===== src/rfo_pkg.sv =====
// Package for the ring FIFO with overwrite: sizes, opcode enum and the
// structs passed between the control and the top level. No dependencies.
package rfo_pkg;

  localparam int unsigned Depth = 16;
  localparam int unsigned ElemW = 32;
  localparam int unsigned AddrW = $clog2(Depth);
  localparam int unsigned CntW  = $clog2(Depth + 1);

  typedef logic [AddrW-1:0] addr_t;
  typedef logic [CntW-1:0]  cnt_t;
  typedef logic [ElemW-1:0] elem_t;

  typedef enum logic [1:0] {
    OpWrite     = 2'd0,
    OpOverwrite = 2'd1,
    OpPeek      = 2'd2,
    OpRead      = 2'd3
  } op_e;

  // Memory port request issued when an item is accepted.
  typedef struct packed {
    logic  we;
    addr_t waddr;
    elem_t wdata;
    logic  re;
    addr_t raddr;
  } mem_req_t;

  // Registered result status; data_sel picks the RAM read data.
  typedef struct packed {
    logic success;
    logic evicted;
    logic data_sel;
    cnt_t count;
  } res_t;

endpackage


===== src/rfo_ram.sv =====
// Generic single-write, single-read synchronous RAM, read-first.
// Read data is registered and held until the next read enable. No dependencies.
module rfo_ram #(
  parameter int unsigned Width = 32,
  parameter int unsigned Depth = 16
) (
  input  logic                     clk_i,
  input  logic                     we_i,
  input  logic [$clog2(Depth)-1:0] waddr_i,
  input  logic [Width-1:0]         wdata_i,
  input  logic                     re_i,
  input  logic [$clog2(Depth)-1:0] raddr_i,
  output logic [Width-1:0]         rdata_o
);

  logic [Width-1:0] mem [Depth];
  logic [Width-1:0] rdata_q;

  always_ff @(posedge clk_i) begin
    if (we_i) begin
      mem[waddr_i] <= wdata_i;
    end
  end

  // Same-address write and read in one cycle returns the old entry.
  always_ff @(posedge clk_i) begin
    if (re_i) begin
      rdata_q <= mem[raddr_i];
    end
  end

  assign rdata_o = rdata_q;

endmodule


===== src/rfo_ctrl.sv =====
// Head/count control and result register of the ring FIFO.
// Depends on rfo_pkg.
module rfo_ctrl (
  input  logic              clk_i,
  input  logic              rst_ni,
  input  logic              accept_i,
  input  rfo_pkg::op_e      op_i,
  input  rfo_pkg::elem_t    data_i,
  input  logic              out_take_i,
  output rfo_pkg::mem_req_t mem_req_o,
  output rfo_pkg::res_t     res_o,
  output logic              out_valid_o
);
  import rfo_pkg::*;

  addr_t head_q, head_d;
  cnt_t  count_q, count_d;
  res_t  res_q, res_d;
  logic  valid_q, valid_d;
  logic  full, empty;
  addr_t tail;

  assign full  = (count_q == cnt_t'(Depth));
  assign empty = (count_q == '0);
  assign tail  = head_q + count_q[AddrW-1:0];

  always_comb begin
    head_d            = head_q;
    count_d           = count_q;
    res_d             = res_q;
    mem_req_o.we      = 1'b0;
    mem_req_o.waddr   = tail;
    mem_req_o.wdata   = data_i;
    mem_req_o.re      = 1'b0;
    mem_req_o.raddr   = head_q;
    if (accept_i) begin
      res_d = '0;
      case (op_i)
        OpWrite, OpOverwrite: begin
          if (!full) begin
            mem_req_o.we  = 1'b1;
            count_d       = count_q + cnt_t'(1);
            res_d.success = 1'b1;
          end else if (op_i == OpOverwrite) begin
            // tail equals head when full: read-first RAM returns the victim
            mem_req_o.we   = 1'b1;
            mem_req_o.re   = 1'b1;
            head_d         = head_q + addr_t'(1);
            res_d.evicted  = 1'b1;
            res_d.data_sel = 1'b1;
          end
        end
        OpPeek, OpRead: begin
          if (!empty) begin
            mem_req_o.re   = 1'b1;
            res_d.success  = 1'b1;
            res_d.data_sel = 1'b1;
            if (op_i == OpRead) begin
              head_d  = head_q + addr_t'(1);
              count_d = count_q - cnt_t'(1);
            end
          end
        end
        default: ;
      endcase
      res_d.count = count_d;
    end
  end

  always_comb begin
    valid_d = valid_q;
    if (accept_i) begin
      valid_d = 1'b1;
    end else if (out_take_i) begin
      valid_d = 1'b0;
    end
  end

  always_ff @(posedge clk_i or negedge rst_ni) begin
    if (!rst_ni) begin
      head_q  <= '0;
      count_q <= '0;
      valid_q <= 1'b0;
    end else begin
      head_q  <= head_d;
      count_q <= count_d;
      valid_q <= valid_d;
    end
  end

  always_ff @(posedge clk_i) begin
    res_q <= res_d;
  end

  assign res_o       = res_q;
  assign out_valid_o = valid_q;

endmodule


===== src/ring_fifo_with_overwrite_unit.sv =====
// Top level of the ring FIFO with overwrite: control plus element RAM.
// Depends on rfo_pkg, rfo_ctrl and rfo_ram.
//
// channel | signals                                   | direction
// --------+-------------------------------------------+----------
// in      | in_valid_i, in_ready_o, opcode_i, data_in_i | into block
// out     | out_valid_o, out_ready_i, success_o,        | out of block
//         | evicted_o, data_out_o, fill_count_o         |
//
// An item is accepted at a clock edge, and its result is shown from the
// cycle after on. One item per cycle is sustained while the output is
// taken each cycle; the registered read of the single RAM read port
// sets when the result appears.
// Reset clears head, count and output valid; the RAM is not cleared.
// A stalled output holds its item and blocks input until taken; the RAM
// read register is enabled only on accept, so data_out stays stable.
module ring_fifo_with_overwrite_unit (
  input  logic        clk_i,
  input  logic        rst_ni,
  input  logic        in_valid_i,
  output logic        in_ready_o,
  input  logic [1:0]  opcode_i,
  input  logic [31:0] data_in_i,
  output logic        out_valid_o,
  input  logic        out_ready_i,
  output logic        success_o,
  output logic        evicted_o,
  output logic [31:0] data_out_o,
  output logic [4:0]  fill_count_o
);
  import rfo_pkg::*;

  logic     accept;
  logic     out_take;
  mem_req_t mem_req;
  res_t     res;
  elem_t    rdata;
  logic     out_valid;

  // Output register frees up when taken, so input may enter the same cycle.
  assign in_ready_o = !out_valid || out_ready_i;
  assign accept     = in_valid_i && in_ready_o;
  assign out_take   = out_valid && out_ready_i;

  rfo_ctrl u_ctrl (
    .clk_i       (clk_i),
    .rst_ni      (rst_ni),
    .accept_i    (accept),
    .op_i        (op_e'(opcode_i)),
    .data_i      (elem_t'(data_in_i)),
    .out_take_i  (out_take),
    .mem_req_o   (mem_req),
    .res_o       (res),
    .out_valid_o (out_valid)
  );

  rfo_ram #(
    .Width (ElemW),
    .Depth (Depth)
  ) u_ram (
    .clk_i   (clk_i),
    .we_i    (mem_req.we),
    .waddr_i (mem_req.waddr),
    .wdata_i (mem_req.wdata),
    .re_i    (mem_req.re),
    .raddr_i (mem_req.raddr),
    .rdata_o (rdata)
  );

  assign out_valid_o  = out_valid;
  assign success_o    = res.success;
  assign evicted_o    = res.evicted;
  assign data_out_o   = res.data_sel ? 32'(rdata) : 32'd0;
  assign fill_count_o = 5'(res.count);

`ifndef ASSERT_OFF
  a_count_bound: assert property (@(posedge clk_i) disable iff (!rst_ni)
    out_valid_o |-> (fill_count_o <= 5'(Depth)))
    else $error("fill count above depth");

  a_evict_full: assert property (@(posedge clk_i) disable iff (!rst_ni)
    (out_valid_o && evicted_o) |-> (!success_o && fill_count_o == 5'(Depth)))
    else $error("eviction reported without a full FIFO");

  a_drain: assert property (@(posedge clk_i) disable iff (!rst_ni)
    (out_take && !accept) |=> !out_valid_o)
    else $error("result repeated after being taken");

  a_no_empty_data: assert property (@(posedge clk_i) disable iff (!rst_ni)
    (out_valid_o && !success_o && !evicted_o) |-> (data_out_o == 32'd0))
    else $error("data on a failed item");
`endif

endmodule


===== config.mk =====
export PLATFORM = sky130hd
export DESIGN_NAME = ring_fifo_with_overwrite_unit
export DESIGN_NICKNAME = d
export VERILOG_FILES = /design/src/rfo_pkg.sv /design/src/rfo_ram.sv /design/src/rfo_ctrl.sv /design/src/ring_fifo_with_overwrite_unit.sv
export SDC_FILE = /design/constraint.sdc
export NUM_CORES = 1
export LEC_CHECK = 0
export BUFFER_PORTS_ARGS = -buffer_cell sky130_fd_sc_hd__buf_2
export CAP_MARGIN = 30
export CORE_MARGIN = 3
export CORE_UTILIZATION = 26
export DETAILED_ROUTE_END_ITERATION = 10
export HOLD_SLACK_MARGIN = 0.08
export PLACE_DENSITY = 0.4
export REMOVE_ABC_BUFFERS = 1
export SLEW_MARGIN = 20
export SYNTH_ARGS = -nofsm -noshare
export SYNTH_HDL_FRONTEND = slang
export SYNTH_SLANG_ARGS = --single-unit

===== constraint.sdc =====
create_clock -name clk_i -period 4.7 [get_ports clk_i]
set_input_delay 1.175 -clock clk_i [delete_from_list [all_inputs] [get_ports clk_i]]
set_output_delay 1.175 -clock clk_i [all_outputs]
set_load 0.01 [all_outputs]

==> run_results.csv, run 1 <==
group,metric,value,unit
run_status,status,"complete, no violations",
synthesis,synth-seq-cells,562,
route,vias_per_cell,4.583,
floorplanning,io-pin-count,79,
sta,fmax,301.9,MHz
synthesis,netlist_top_cells_area,"edfxtp_1 76%, mux4_2 6.6%, mux2i_1 5.8%",
power_and_ir_drop,vdd_drop_max,0.4236,mV
global_route,antenna_found_initial,4,
power_and_ir_drop,sw_frac_of_total,31.17,%
clock_tree,cts-root-buf,"clkbuf_16",
clock_tree,cts_buffers,67,
sta,period_share,70.47,%
route,wire_per_inst,22.49,um
synthesis,synth_top_cell_area_share,75.61,%
critical_path,worst_ep_required_time,3.52,ns
sta,tightest_slew,0.9826,ns
critical_path,rr_startpoint,"u_ctrl.count_q[1]",
clock_tree,clk_latency,0.59,ns
clock_tree,htreeDepth,3,
synthesis,synthAdderAreaFrac,0.4338,%
route,routed-wl-met2,26170,um
clock_tree,post-cts-setup-buffers,0,
route,vias,10870,
clock_tree,holdBufCountCts,0,
synthesis,async_reset_ff_share,1.779,%
place,io_buffers,78,
clock_tree,path_clk_slew,0.06,ns
power_and_ir_drop,leakage,8.588,nW
synthesis,synthCells,1127,
global_route,grt-ovfl-total,0,
power_and_ir_drop,p_switching,0.004817,W
clock_tree,cts_tree,"built",
critical_path,crit_type,"reg -> out",
critical_path,reg2reg_to,"u_ram.mem[8][25]",
route,wirelength,53350,um
sta,final.setup.tns,0,ns
cells_and_area,drive_gt1_share,23.83,%
power_and_ir_drop,p_clk_share,31.7,%
synthesis,synth_compound_area_share,5.239,%
cells_and_area,area_delta_synth_final,17.97,%
floorplanning,initial_core_util,26.49,%
synthesis,synth-main-ff-cell,"edfxtp_1",
sta,skew,0.01799,ns
synthesis,syn_area_per_cell,19.45,um^2
synthesis,synth-edff-count,552,
place,globalplace.congestion,0.7022,
critical_path,crit_fanout,18,
clock_tree,cts_resized,0,
sta,rsz0062_at_grt,"false",
flow_run,maxCapViolations,0,
route,firstDrtPassIters,5,
global_route,grt_pass1_wl,78360,um
critical_path,reg2regPathDepth,7,
power_and_ir_drop,power.density,597.6,nW/um^2
floorplanning,die_area,87840,um^2
cells_and_area,design_area,25860,um^2
floorplanning,die_width,296.4,um
synthesis,ys_seq_area_share,76.75,%
route,dr.max_layer_used,"met4",
synthesis,synth_xor_area_share,0.4395,%
synthesis,synth_top_area_cell,"edfxtp_1",
clock_tree,clockBufferDepth,3,
route,postRouteAntennaNets,0,
floorplanning,num_rows,105,
sta,relSlewSlack,34.02,%
sta,setup_viol,0,
critical_path,rrSetupSlack,1.54,ns
synthesis,synth_top_family_by_area,"multiplexers",
global_route,grt_pass1_vias,11412,
power_and_ir_drop,power_frac_comb,26.5,%
place,dp.final_hpwl,30650,um
sta,hold_viol,0,
place,place_area,23760,um^2
clock_tree,cts.sinks,562,
cells_and_area,fin_nets,1295,
min_path,hold_path_class,"in -> async",
floorplanning,core_area,82770,um^2
route,drtIter0Drc,693,
synthesis,yosysUniqueCellTypes,45,
global_route,gr-usage-all-layers,12.17,%
sta,drv_slew,0,
synthesis,yosysWarnings,0,
sta,period_needed,3.312,ns
global_route,grt_max_degree,103,
synthesis,syn-cell-area,21920,um^2
critical_path,worstSetupEndpointType,"primary output",
power_and_ir_drop,p_int,0.01064,W
critical_path,crit_arrival,2.14,ns
route,met1Wirelength,24360,um
power_and_ir_drop,power_frac_seq,41.8,%
synthesis,yosys.area_share.simple,2.991,%
critical_path,critPathLaunchType,"register",
route,drc,0,
sta,hold_ws,0.4523,ns
floorplanning,die_h,296.4,um
synthesis,post_synth_mux_area_share,12.52,%
route,wl_met3,1815,um
final cells by class:
class	count	area [um^2]
fill	8045	56910
sequential	562	16840
multi-input combinational	490	4835
clock buffer	82	1797
tap	1070	1339
timing repair buffer	121	735.7
clock inverter	38	286.5
inverter	8	30.03
antenna	1	2.502
worst max-delay path by stage:
stage,start,endpoint,depth (start not counted)
6_report,u_ctrl.res_o[5],data_out_o[28],3
5_1_grt,u_ctrl.res_o[5],data_out_o[10],3
4_1_cts,u_ctrl.res_o[5],data_out_o[10],3
3_5_place_dp,opcode_i[0],u_ram.mem[8][25],6
3_3_place_gp,opcode_i[0],u_ram.mem[8][25],6
2_1_floorplan,u_ctrl.head_q[0],u_ram.mem[0][0],4
registers in the layout, indices dropped and copies added, names as in the netlist:
register / flops
u_ram.mem: 512
u_ctrl.count_q: 5
u_ctrl.out_valid_o: 1
u_ctrl.res_o: 8
u_ctrl.head_q: 4
u_ram.rdata_o: 32
synth_stat cells (all sizes together), types with 7 or more instances:
library cell	count
nand2	42
buf	41
a21oi	7
mux2i	128
nor3	18
a221oi	64
and2	36
clkbuf	26
dfrtp	10
inv	8
nor2	8
a22oi	32
mux4	64
edfxtp	552
o21ai	39
power groups by stage:
| stage | combinational (W) | clock [W] | sequential (W) |
|---|---|---|---|
| after global placement | 0.00416 | 0 | 0.00657 |
| after CTS | 0.00418 | 0.00508 | 0.00648 |
| after detailed placement | 0.00417 | 0 | 0.00658 |
| after global routing | 0.00451 | 0.00530 | 0.00652 |
| after floorplan | 0.00252 | 0 | 0.00671 |
| final | 0.00410 | 0.00490 | 0.00646 |
cells in the final DEF, fill, tap and decap left out, types with 8 or more instances in the layout:
master     synthesis  layout
a22oi_1           32      32
clkbuf_1          26      12
clkinv_1           0      15
mux4_2            64      64
and2_1            34      33
clkbuf_16          0      70
nand2_1           42      42
buf_2             20      79
edfxtp_1         552     552
nor3_2             0      17
buf_4             11      40
mux2i_1          128     128
o21ai_0           39      39
a221oi_1          64      64
nor2_1             8       8
clkinv_2           0      14
through the flow:
| step | instances | utilization [%] | total power [W] | worst slack (ns) |
|---|---|---|---|---|
| after floorplan | 1060 | - | 0.009227 | -5.999 |
| after global placement | 2249 | 28.71 | 0.01073 | 1.219 |
| after detailed placement | 2249 | 28.71 | 0.01074 | 1.215 |
| after CTS | 2369 | 31.23 | 0.01574 | 1.102 |
| after global routing | 2371 | 31.24 | 0.01632 | 1.090 |
| final | 2372 | 31.25 | 0.01546 | 1.388 |
cells by family (layout without fill, tap and decap cells):
family | Yosys count | after routing
AND/OR/NAND/NOR | 124 | 124
buffers and inverters | 75 | 249
other | 0 | 1
AO/OA/AOI/OAI | 154 | 154
XOR/XNOR | 11 | 11
flip-flops | 562 | 562
multiplexers | 194 | 194
adder cells (fa/ha/maj) | 7 | 7
worst max-delay path, cell delays in order (launching register included):
cell and delay (ns):
edfxtp_1 0.85, buf_4 0.39, and2_1 0.17, buf_2 0.13
metal layers:
layer / vias up / track usage, %
li1: 4891 / -
met1: 5712 / 16.42
met2: 197 / 20.14
met3: 70 / 2.135
met4: 0 / 3.651
met5: - / 0
No activity file was read; power rests on OpenSTA's default activity.
==> inputs of run 2 (changes only) <==
ABC_AREA = 1   (was not set)
PLACE_DENSITY = 0.39   (was 0.4)
clock period = 3.28 ns   (was 4.7 ns; I/O delays follow)
==> run_results.csv, run 2 <==
group,metric,value,unit
critical_path,crit_family,"simple AND/OR/NAND/NOR gates",
cells_and_area,fin_util,31.17,%
synthesis,synth-main-ff-cell,"edfxtp_1",
cells_and_area,fin_nets,1983,
floorplanning,initial_core_util,26.36,%
route,drtIter0Drc,983,
critical_path,cp_slowest_cell,"nor2_2",
synthesis,synth-seq-cells,562,
power_and_ir_drop,power_frac_comb,31.2,%
synthesis,synthCells,1837,
floorplanning,die_h,300.5,um
critical_path,crit_buf_inv,1,
place,globalplace.congestion,0.7464,
cells_and_area,layout_common_cells,"552 x edfxtp_1, 463 x nand2_1, 213 x nor2_1, 113 x a21oi_1, 109 x o21ai_0",
power_and_ir_drop,p_switching,0.008338,W
min_path,min_from,"in_valid_i",
place,io_buffers,78,
critical_path,crit_type,"reg -> reg",
floorplanning,core_area,85550,um^2
route,wire_per_inst,21.28,um
floorplanning,die_width,300.5,um
sta,drv_slew,0,
min_path,hold_depth,3,
route,vias,14165,
place,pre_cts_ws,0.1111,ns
global_route,antenna_found_initial,3,
power_and_ir_drop,power_frac_seq,38.9,%
route,wirelength,66630,um
cells_and_area,area_delta_synth_final,18.23,%
synthesis,syn_area_per_cell,12.28,um^2
floorplanning,io-pin-count,79,
sta,setup_slack,0.2335,ns
power_and_ir_drop,vdd_drop_max,0.7411,mV
sta,hold_viol,0,
route,firstDrtPassIters,5,
synthesis,netlist_top_cells_area,"edfxtp_1 74%, nand2_1 7.7%, nor2_1 3.8%",
critical_path,rrSetupSlack,0.23,ns
cells_and_area,diodes,0,
global_route,grt_pass1_vias,14346,
clock_tree,path_clk_slew,0.06,ns
clock_tree,cts.sinks,562,
power_and_ir_drop,sw_frac_of_total,35.84,%
global_route,grt-ovfl-total,0,
sta,period_needed,3.047,ns
clock_tree,cts_buffers,66,
floorplanning,die_area,90310,um^2
cells_and_area,regMostFlops,"u_ram.mem",
critical_path,reg2regPathDepth,7,
sta,skew,0.02772,ns
route,drc,0,
synthesis,post-synth-top-count-cell,"edfxtp_1",
clock_tree,clockBufferDepth,3,
global_route,grt_pass1_wl,97960,um
cells_and_area,largest_register_ffs,512,
sta,fmax,328.2,MHz
critical_path,reg2reg_to,"u_ram.mem[11][12]",
min_path,hold_end,"u_ctrl.out_valid_o",
sta,relSlewSlack,27.05,%
critical_path,worst_ep_required_time,3.47,ns
clock_tree,cts_resized,0,
critical_path,crit_chain,"inv_1 > ha_1 > nand3_1 > nand2_1 > o21ai_1 > nand4_1 > nor2_2",
sta,period_share,92.88,%
floorplanning,num_rows,107,
power_and_ir_drop,leakage,9.378,nW
synthesis,synth_top_cell_area_share,73.50,%
synthesis,syn-cell-area,22550,um^2
synthesis,synth-edff-count,552,
critical_path,crit_arrival,3.24,ns
power_and_ir_drop,p_clk_share,29.9,%
clock_tree,htreeDepth,3,
synthesis,synth.top_cells.by_count,"552 x edfxtp_1, 463 x nand2_1, 229 x nor2_1",
synthesis,yosysWarnings,0,
place,dp.final_hpwl,38320,um
synthesis,synth_top_area_cell,"edfxtp_1",
synthesis,ys_seq_area_share,74.61,%
synthesis,yosysUniqueCellTypes,25,
route,postRouteAntennaNets,0,
critical_path,rr_startpoint,"u_ctrl.count_q[1]",
sta,final.setup.tns,0,ns
power_and_ir_drop,p_int,0.01493,W
power_and_ir_drop,p_total,0.02327,W
min_path,hold_path_class,"in -> reg",
critical_path,critPathLaunchType,"register",
flow_run,maxCapViolations,0,
clock_tree,clk_latency,0.58,ns
critical_path,slowest_delay,0.89,ns
cells_and_area,drive_gt1_share,12.83,%
clock_tree,cts-root-buf,"clkbuf_16",
power_and_ir_drop,power.density,872.6,nW/um^2
global_route,gr-usage-all-layers,14.59,%
run_status,status,"complete, no violations",
global_route,grt_max_degree,190,
critical_path,worstSetupEndpointType,"register",
synthesis,async_reset_ff_share,1.779,%
sta,tightest_slew,1.094,ns
sta,setup_viol,0,
cells_and_area,final_common_cell,"edfxtp_1",
route,vias_per_cell,4.524,
critical_path,crit_fanout,10,
clock_tree,cts_tree,"built",
[run 2: worst max path at each step]
stage / startpoint / end / slack, ns / cells past startpoint
after floorplan: u_ctrl.head_q[0] / u_ram.rdata_o[30] / -5.22 / 7
after global placement: opcode_i[1] / u_ram.mem[0][23] / 0.1 / 7
after detailed placement: opcode_i[1] / u_ram.mem[11][25] / 0.11 / 7
after CTS: u_ctrl.head_q[0] / u_ram.mem[11][10] / 0.16 / 7
after global routing: u_ctrl.count_q[1] / u_ram.mem[8][4] / -0.004 / 9
final: u_ctrl.count_q[1] / u_ram.mem[11][12] / 0.23 / 7
[run 2: cells by family after synthesis]
group,count (synthesis),synth area share (%)
compound gates,311,7.612
xor+xnor,8,0.3107
fa+ha+maj,7,0.4217
buf+inv,164,3.351
flops,562,74.61
mux,1,0.04439
simple gates,784,13.65
[run 2: per-stage QoR]
step / hold slack (ns) / instance area, um^2 / std cells
floorplan: 0.5244 / 22010 / 1731
global placement: 0.5268 / 24540 / 3007
detailed placement: 0.5325 / 24590 / 3009
CTS: 0.4176 / 26630 / 3127
global route: 0.4628 / 26660 / 3131
finish: 0.4578 / 26660 / 3131
[run 2: cell type report]
type / instances / area [um^2]
timing repair buffer: 138 / 1026
fill: 8592 / 58890
clock inverter: 37 / 257.7
clock buffer: 80 / 1778
inverter: 58 / 225.2
tap: 1144 / 1431
multi-input combinational: 1112 / 5111
sequential: 562 / 16830
[run 2: metal layers]
metal	track usage (%)	wire length, um	vias up
met4	4.252	1433	0
li1	-	-	6661
met1	19.65	30740	7134
met3	2.221	2429	83
met2	24.37	32030	287
met5	0	0	-
[run 2: repair_timing]
item | CTS | global route
setup endpoints to repair | 0 | 12
setup buffers | 0 | 3
hold buffers | 1 | 0
endpoints found under the hold margin | 2 | 0
[run 2: power groups by stage]
stage	registers [W]	logic (W)	clock network [W]
global placement	0.00920	0.00744	0
detailed placement	0.00920	0.00744	0
CTS	0.00905	0.00748	0.00719
floorplan	0.00949	0.00368	0
global route	0.00911	0.00815	0.00746
finish	0.00905	0.00726	0.00696
[run 2: worst register-to-register path: stages (launching register included)]
cell,delay [ns]
dfrtp_1,0.56
inv_1,0.09
ha_1,0.28
nand3_1,0.12
nand2_1,0.06
o21ai_1,0.22
nand4_1,0.43
nor2_2,0.90
